File: src/hw/rtl/assert_macros.svh
// Assertion macros shared by the allocator RTL.
`ifndef ASSERT_MACROS_SVH
`define ASSERT_MACROS_SVH
`ifndef SYNTHESIS
// Check a condition at every clock edge out of reset.
`define FFBA_ASSERT_ALWAYS(name, cond) \
    name: assert property (@(posedge clk) disable iff (!rst_n) (cond)) \
        else $error("allocator check failed");
// Check that one condition implies another in the next cycle.
`define FFBA_ASSERT_NEXT(name, pre, post) \
    name: assert property (@(posedge clk) disable iff (!rst_n) (pre) |=> (post)) \
        else $error("allocator check failed");
`else
`define FFBA_ASSERT_ALWAYS(name, cond)
`define FFBA_ASSERT_NEXT(name, pre, post)
`endif
`endif

File: src/hw/rtl/ffba_ram.sv
// Generic single-write, single-read RAM with registered read data.
`timescale 1ns / 1ps
module ffba_ram #(
    parameter int WIDTH = 8,
    parameter int DEPTH = 64
) (
    input  logic                     clk,
    input  logic                     we,
    input  logic [$clog2(DEPTH)-1:0] waddr,
    input  logic [WIDTH-1:0]         wdata,
    input  logic                     re,
    input  logic [$clog2(DEPTH)-1:0] raddr,
    output logic [WIDTH-1:0]         rdata
);

    logic [WIDTH-1:0] mem [DEPTH];
    logic [WIDTH-1:0] rdata_reg;

    always_ff @(posedge clk)
    begin
        if (we)
        begin
            mem[waddr] <= wdata;
        end
        if (re)
        begin
            rdata_reg <= mem[raddr];
        end
    end

    assign rdata = rdata_reg;

endmodule

File: config.mk
export PLATFORM = sky130hd
export DESIGN_NAME = ffba_ram
export DESIGN_NICKNAME = d
export VERILOG_FILES = /design/src/hw/rtl/assert_macros.svh /design/src/hw/rtl/ffba_ram.sv
export SDC_FILE = /design/constraint.sdc
export NUM_CORES = 1
export LEC_CHECK = 0
export BUFFER_PORTS_ARGS = -buffer_cell sky130_fd_sc_hd__buf_2
export CAP_MARGIN = 20
export CORE_MARGIN = 2
export CORE_UTILIZATION = 70
export CTS_BUF_LIST = sky130_fd_sc_hd__clkbuf_8
export DETAILED_ROUTE_END_ITERATION = 12
export PLACE_DENSITY_LB_ADDON = 0.15
export SYNTH_ARGS = -nofsm -noshare
export SYNTH_HDL_FRONTEND = slang
export SYNTH_SLANG_ARGS = --single-unit
File: constraint.sdc
create_clock -name clk -period 4.4 [get_ports clk]
set_input_delay 0.22 -clock clk [delete_from_list [all_inputs] [get_ports clk]]
set_output_delay 0.22 -clock clk [all_outputs]
set_load 0.01 [all_outputs]
# [Yosys cells after proc, flatten, opt, wreduce, memory -nomap -nowiden]
# Memory sizes are Yosys's and may differ from the RTL's. A register that Yosys moved wholly into a read port is not among the register bits.
# Index checks and enable logic that the tools add are counted.
# W data, S select, Z words.
[word_totals] out_inout_bits=8 mem_bits_rw=512 n_memories=1 regBits=0 word_cells=3
[memory_table] name="mem" words=64 width=8 read_ports=1 rd_clocked_by_memory_dff=1 write_ports=1 line_no="ffba_ram.sv:16" source="logic [WIDTH-1:0] mem [DEPTH];"
[classes] n_mux=2
[ops] op="$mux W1" count=2

# [Longest topological paths before layout]
[depth] depth_word=2 ltp_mapped=9 depth_no_buf=5

# [Least setup slack after synthesis]
# OpenSTA, ideal clock, no wires.
[synth_path] path_type="input port to flip-flop" startpoint="input port raddr[1]" endpoint="register rdata_reg[3], in the netlist rdata[3] (read register of mem), data pin" path_buffers=3 t_arrival_ns=1.760 setup_slack_ns=2.374 cell_stages=7 required_time_ns=4.134 path_cell_list="buf_4 buf_2 buf_2 mux4_2 mux4_2 o21ai_1 o41ai_1"
[synth_lines] item="start, declared" line_no="ffba_ram.sv:12" source="input logic [$clog2(DEPTH)-1:0] raddr,"
[synth_lines] item="end, declared" line_no="ffba_ram.sv:17" source="logic [WIDTH-1:0] rdata_reg;"

==> flow_summary.toml <==
[place]
port-buffer-count = 30
globalplace.congestion = 0.828
dp_hpwl_um = 25200

[timing]
timing.fmax_mhz = 428
final.period_utilization_pct = 53.1
setup_violations = 0
rsz0062_at_grt = "false"
finalSetupTns_ns = 0
maxSlewViolCount = 0
min_period_ns = 2.34
relSlewSlack_pct = 27.8
worst_pin_slew_ns = 1.08
skew_ns = 0.0272
finalHoldViolations = 0

[finish]
final_util_pct = 78.2
area_growth_pct = 10.6
multiInputGateArea_mm2 = 0.00432
drive_gt1_share_pct = 26.8
finalNetCount = 1043
seqCellArea_mm2 = 0.0156
nFillCells = 1371
largest_reg_flops = 512

[critical_path]
critPathArrivalTime_ns = 2.69
worstSetupStartpoint = "raddr[0]"
crit_path_max_fanout = 76
cp_data_required_time_ns = 4.75
r2r_slack_ns = 2.18
end_kind = "flip-flop"
crit_type = "primary input to flip-flop"
cp-start-kind = "primary input"
r2r_start = "mem[10][0]"

[worst_hold_path]
hp-start = "wdata[3]"
hold_path.class = "primary input to flip-flop"

[power_and_ir_drop]
leakagePower_uw = 0.00712
ir_drop_mv = 0.318
power.density_mw_per_mm2 = 440

[floorplanning]
die_area_mm2 = 0.0303
initial_core_util_pct = 70.7
rows = 62
io_pins = 31
die_h_um = 174
die_w_um = 174
core-area_mm2 = 0.0286

[drt]
viasPerCell = 6.81
ant_nets = 0
drc = 0
dr.pass1.iters = 6
drt_iter0_markers = 1493
wl_per_cell_um = 29.3
wl_um = 43000
via_count = 9998

[clocking]
post-cts-setup-buffers = 0
cts_resized = 0
cts_tree = "built"
cts_hold_buf = 1
clock_latency_ns = 0.62
cts_buffer_depth = 3
cts_made_buffers = 79
cts.sinks = 520
cts_root_buf = "clkbuf_8"
h-tree-depth = 3
cts.clk_slew.worst_paths_ns = 0.07

[grt]
gr-total-overflow = 0
grt_pass1_vias = 10300
grt_start_max_net_pins = 77
antenna_found_initial = 1
grt_use_total_pct = 29.5
grt_pass1_wl_um = 64500

[logic_synthesis]
synth_top_area_cell = "edfxtp_1"
synthTopCellsByCount = "edfxtp_1 (520), mux4_2 (126), nor2_1 (83)"
synth_enable_flop_cells = 520
synth_top_area_share_pct = 77.1
async_reset_ff_share_pct = 0
synth.most_common_cell = "edfxtp_1"
synth_cells = 940
syn_nets = 963
synthTopCellsByArea = "edfxtp_1 (77%), mux4_2 (14%), nor2_1 (1.5%), mux2i_1 (1.1%), mux2_2 (0.72%)"
synth_area_per_cell_um2 = 21.5
synthFlopType = "edfxtp_1"
yosys_warnings = 0
synth_cell_type_count = 39
syn_area_mm2 = 0.0202
seq_area_frac_synth_pct = 77.1
synth_seq_cells = 520

[run]
drv_cap = 0

[status]
status = "completed"
==> cells by family after synthesis <==
logic type      Yosys count  synth area share (%)
flops                   520                  77.1
buf+inv                  51                  1.56
compound gates           54                  2.06
simple gates            153                  3.37
mux                     162                  15.9
==> metrics by stage <==
| stage | total power [uW] | setup slack, ns | instances | hold WS (ns) | instance area [um2] |
|---|---|---|---|---|---|
| floorplan | 5900 | 2.37 | 940 | 0.319 | 20200 |
| global placement | 6070 | 1.48 | 1310 | 0.613 | 20600 |
| detailed placement | 6090 | 1.35 | 1310 | 0.610 | 20600 |
| CTS | 9880 | 2.00 | 1456 | 0.113 | 22200 |
| global route | 10100 | 1.94 | 1469 | 0.0106 | 22400 |
| finish | 9860 | 2.06 | 1469 | 0.0135 | 22400 |
==> worst max-delay path: stages <==
cell       delay (ns)
clkbuf_8         0.68
mux4_2           0.60
mux4_2           0.51
nor2_1           0.36
nor3_1           0.11
o2bb2ai_1        0.15
==> cells in the final DEF (no fill, tap or decap), types with 4 or more instances in the layout <==
cell type,n
a221oi_1,6
nand2b_1,7
a211oi_1,4
buf_2,28
edfxtp_1,520
clkbuf_8,80
bufinv_16,5
clkinv_1,12
o221ai_1,8
o22ai_1,8
nor2_1,83
clkinv_2,11
mux2_2,13
buf_12,7
mux4_2,126
inv_1,30
nor2b_1,14
nand3_1,13
mux2i_1,23
nor3_1,7
buf_4,8
nand2_1,19
==> layout make-up <==
class | count | share of cell area, %
antenna | 1 | 0.0112
clock buffer | 79 | 4.86
clock inverter | 66 | 2.01
multi-input combinational | 369 | 19.3
sequential | 520 | 69.7
tap | 384 | 2.15
timing repair buffer | 50 | 1.98
==> where the power goes <==
group	total [uW]	internal, uW	switching [uW]
Clock	3850	2000	1840
Combinational	501	195	306
Sequential	5510	5490	12.5
Total	9860	7690	2160
==> routing by layer <==
metal  routed length (um)  track usage (%)
met3                 4510             5.97
met5                    0                0
met4                 1170             10.2
met2                20900             44.9
met1                16400             44.2
==> path summary, 6_finish.rpt <==
| check | endpoint | cells after the start |
|---|---|---|
| worst min register to register | rdata[1] | 4 |
| worst min-delay path | mem[11][3] | 1 |
| worst max-delay path | rdata[0] | 6 |
| worst max register to register | rdata[0] | 5 |
Note: power is estimated with default switching activity, not from simulation.
