File: src/hw/rtl/assert_macros.svh
// Assertion macros shared by the allocator RTL.
`ifndef ASSERT_MACROS_SVH
`define ASSERT_MACROS_SVH
`ifndef SYNTHESIS
// Check a condition at every clock edge out of reset.
`define FFBA_ASSERT_ALWAYS(name, cond) \
    name: assert property (@(posedge clk) disable iff (!rst_n) (cond)) \
        else $error("allocator check failed");
// Check that one condition implies another in the next cycle.
`define FFBA_ASSERT_NEXT(name, pre, post) \
    name: assert property (@(posedge clk) disable iff (!rst_n) (pre) |=> (post)) \
        else $error("allocator check failed");
`else
`define FFBA_ASSERT_ALWAYS(name, cond)
`define FFBA_ASSERT_NEXT(name, pre, post)
`endif
`endif

File: src/hw/rtl/ffba_pkg.sv
// Types and constants of the first-fit block allocator.
`timescale 1ns / 1ps
package ffba_pkg;

    localparam int DEF_MAX_BLOCKS   = 64;
    localparam int DEF_HEADER_BYTES = 32;
    localparam int DEF_OFFSET_BITS  = 24;

    // Byte counts and block sizes fit 25 bits (heap is at most 2^24 bytes)
    localparam int SIZE_W = 25;

    localparam logic [24:0] HEAP_RESET = 25'd1048576;
    localparam logic [24:0] HEAP_MIN   = 25'd64;
    localparam logic [24:0] HEAP_MAX   = 25'd16777216;
    localparam logic [31:0] BASE_RESET = 32'h00F0_0000;

    localparam logic [1:0] ST_OK      = 2'd0;
    localparam logic [1:0] ST_REFUSED = 2'd1;
    localparam logic [1:0] ST_NULL    = 2'd2;
    localparam logic [1:0] ST_UNKNOWN = 2'd3;

    localparam logic CMD_ALLOC = 1'b0;
    localparam logic CMD_FREE  = 1'b1;

    localparam logic CFG_HEAP_SIZE = 1'b0;
    localparam logic CFG_HEAP_BASE = 1'b1;

    typedef struct packed {
        logic [31:0] a;
        logic [31:0] b;
    } alu_req_t;

    typedef struct packed {
        logic [31:0] sum;
        logic [31:0] diff;
        logic        ge;
        logic        eq;
    } alu_res_t;

endpackage

File: src/hw/rtl/ffba_alu.sv
// Shared add, subtract and compare unit of the allocator sequencer.
`timescale 1ns / 1ps
module ffba_alu
    import ffba_pkg::*;
(
    input  alu_req_t req,
    output alu_res_t res
);

    always_comb
    begin
        res.sum  = req.a + req.b;
        res.diff = req.a - req.b;
        res.ge   = (req.a >= req.b);
        res.eq   = (req.a == req.b);
    end

endmodule
File: config.mk
export PLATFORM = sky130hd
export DESIGN_NAME = ffba_alu
export DESIGN_NICKNAME = d
export VERILOG_FILES = /design/src/hw/rtl/assert_macros.svh /design/src/hw/rtl/ffba_pkg.sv /design/src/hw/rtl/ffba_alu.sv
export SDC_FILE = /design/constraint.sdc
export NUM_CORES = 1
export LEC_CHECK = 0
export BUFFER_PORTS_ARGS = -buffer_cell sky130_fd_sc_hd__buf_2
export CELL_PAD_IN_SITES_DETAIL_PLACEMENT = 0
export CELL_PAD_IN_SITES_GLOBAL_PLACEMENT = 1
export CORE_ASPECT_RATIO = 0.75
export CORE_MARGIN = 2
export CORE_UTILIZATION = 36
export DETAILED_ROUTE_END_ITERATION = 16
export PLACE_DENSITY_LB_ADDON = 0.1
export SETUP_SLACK_MARGIN = 0.05
export SLEW_MARGIN = 20
export SYNTH_ARGS = -nofsm -noshare
export SYNTH_HDL_FRONTEND = slang
export SYNTH_SLANG_ARGS = --single-unit
File: constraint.sdc
create_clock -name vclk -period 2.8
set_input_delay 0 -clock vclk [all_inputs]
set_output_delay 0 -clock vclk [all_outputs]
set_load 0.005 [all_outputs]
Word-level counts from Yosys, hierarchy flattened

Cells that the tools add are included.

Register bits: 0
Word-level logic and storage cells: 4
Output and inout bits: 66
Input bits: 64

Eq/ne operators: 1
Magnitude comparators: 1
$add $sub $neg: 2

Operators with widths:

| kind             | number |
|---|---|
| $add A32 B32 Y32 | 1 |
| $eq A32 B32 Y1   | 1 |
| $ge A32 B32 Y1   | 1 |
| $sub A32 B32 Y32 | 1 |

Depth between registers and ports, before layout

Depth after elaboration: 1
Mapped depth: 12
Mapped depth without buffers: 12

Worst setup path before layout

Ideal clock, no wire load.

Path type: input-to-output
From: input port req[0] (netlist bit)
To: output port res[60] (netlist bit)
Cell stages on the path: 10
Data required time: 2.800 ns
Slack: 0.601 ns
Arrival: 2.199 ns
Buffers on the path: 0
Path through: ha_1 -> fa_1 -> nor2b_1 -> o21ai_0 -> o211ai_1 -> a21o_1 -> a311oi_1 -> o211ai_1 -> a211oi_1 -> xnor2_1

RTL lines:

| item            | line          | source |
|---|---|---|
| start, declared | ffba_alu.sv:6 | `input alu_req_t req,` |
| end, declared   | ffba_alu.sv:7 | `output alu_res_t res` |

==> run summary <==
outcome -> finished clean
Mapped Nets -> 640
Final min period -> 2.59 ns
clk_buf instances -> 0
Synth warnings -> 0
vias in the first global route -> 3,645
number of nets in the layout -> 767
area leader, netlist -> ha_1
PD cells -> 266 mW/mm^2
Horiz. Die Dim -> 116 um
Tcrit/Tclk final -> 92.4%
sequential cell area fraction in the yosys report -> 0%
Sw Ratio -> 54.0%
sequential cell area -> 0 um^2
CP Launch Type -> input pin
Hold WC Path Type -> in2out
Synth top area share -> 23.3%
Cell Area, Synth -> 0.00338 mm^2
Synth Instances -> 511
crit path kind -> in2out
hold-fix buffer count after cts -> 0
Ports -> 130
max_cap viols -> 0
DP Wirelength -> 9.21 mm
Detailed Route WL -> 10.8 mm
Leak -> 2.21 nW
WL per Instance -> 14.1 um
critical path peak fanout -> 3
worst-margin pin slew -> 0.454 ns
vias per inst -> 5.17
Congestion Overflow GR -> 0
Routed Antenna Nets -> 0
clock power share -> 0%
Distinct cells, synth -> 56
Max Slew Vio Count -> 0
std cell rows -> 30
Internal -> 0.524 mW
critical path arrival -> 2.59 ns
most common cell in the netlist -> nor2_1
cell area after layout -> 0.00428 mm^2
first-pass detailed-route iteration total -> 5
ranking of synthesized cells by area -> ha_1 (23%), xnor2_1 (11%), nor2_1 (7.6%)
area of the die -> 0.0102 mm^2
worst relative slew slack -> 68.9%
first-pass GRT wire length -> 17.4 mm
Seq pwr share -> 0%
initial antenna violation count -> 0
die height -> 87.9 um
syn avg cell area -> 6.61 um^2
share of layout cells above drive strength 1 -> 26.9%
drt initial violations -> 257
Max Freq -> 0.386 GHz
area growth from synthesis to layout -> 26.7%
setup_tns -> 0 ns
largest net degree at the start of global routing -> 15
Req. time, crit path -> 2.80 ns
# DRC -> 0
I/O Buffers -> 130
via count of the routed design -> 3,953
core area -> 0.00908 mm^2
VDD IR-drop max -> 0.116 mV
Fin. Hold Viols -> 0
combinational share of power -> 100.0%
Setup Viol. Count Final -> 0
RSZ-0062 raised after global routing -> yes
# diodes -> 0
Total GRT Usage -> 20.5%
placed inst area -> 0.00424 mm^2
Worst Setup End Kind -> primary output
Initial Util -> 37.2%
top cells by count, synth -> nor2_1 (68), ha_1 (63), inv_1 (56), a21oi_1 (44), xnor2_1 (41)
Seq cells -> 0
sw power -> 0.616 mW
final RePlAce weighted congestion -> 0.845
[power by group through the flow]
stage	Combinational, mW	Clock, mW	Sequential [mW]
2_1_floorplan	0.683	0	0
5_1_grt	1.27	0	0
3_5_place_dp	1.12	0	0
6_report	1.14	0	0
3_3_place_gp	1.12	0	0
4_1_cts	1.13	0	0
[worst max-delay path: stages]
cell and delay [ns]:
buf_2 0.11, ha_1 0.21, fa_1 0.41, nor2b_1 0.17, o21ai_1 0.18, o211ai_1 0.15, a21o_1 0.21, a311oi_1 0.27
buf_4 0.16, o211ai_1 0.18, a211oi_2 0.28, xnor2_1 0.14, buf_2 0.13
[layout make-up]
cell class | count | area (um^2)
multi-input combinational | 427 | 3090
tap | 128 | 160
inverter | 56 | 210
timing repair buffer | 153 | 823
fill | 1012 | 4800
[cells by family after synthesis]
kind of cell	Yosys count	synth area share [%]
and+or+nand+nor	159	22.4
buffers and inverters	84	9.77
xor gates and xnor gates	54	14.0
AOI/OAI and AO/OA	149	29.4
adders and majority gates	65	24.5
[stage by stage]
step	total power [mW]	cells	setup slack (ns)	hold WS (ns)	util [%]
global route	1.27	764	0.0153	0.463	47.1
detailed placement	1.12	763	0.0910	0.428	46.6
CTS	1.13	763	0.0773	0.428	46.6
global placement	1.12	763	0.165	0.404	46.6
finish	1.14	764	0.212	0.424	47.1
floorplan	0.683	511	0.601	0.152	-
[cells in the final DEF, fill, tap and decap left out, types with 9 or more instances in the layout]
cell type  instances
buf_4             23
inv_1             56
o211ai_1           9
a21o_1            18
ha_1              62
nand3_1           12
nand2b_1          10
nor2_1            68
nor2b_1           11
xnor2_1           41
o21ai_0           23
nand2_1           23
xor2_1            13
a21oi_1           43
buf_2            130
nor3_1            11
[final timing paths]
kind | from | to | slack, ns | cells after the start
worst max-delay path | req[0] | res[60] | 0.21 | 13
worst min-delay path | req[0] | res[34] | 0.42 | 4
[metal layers]
layer,wire length [um],track usage (%),vias to the layer above
met2,4490,32.2,117
met4,52,0.758,0
met1,5690,32.2,1810
met5,0,0,-
met3,547,1.04,6
li1,-,-,2020
[what timing repair did]
action                                  CTS  global route
endpoints found under the setup margin    0             9
buffers inserted                          0             1
gates resized for setup                   0             9
Note: power is estimated with default switching activity, not from simulation.
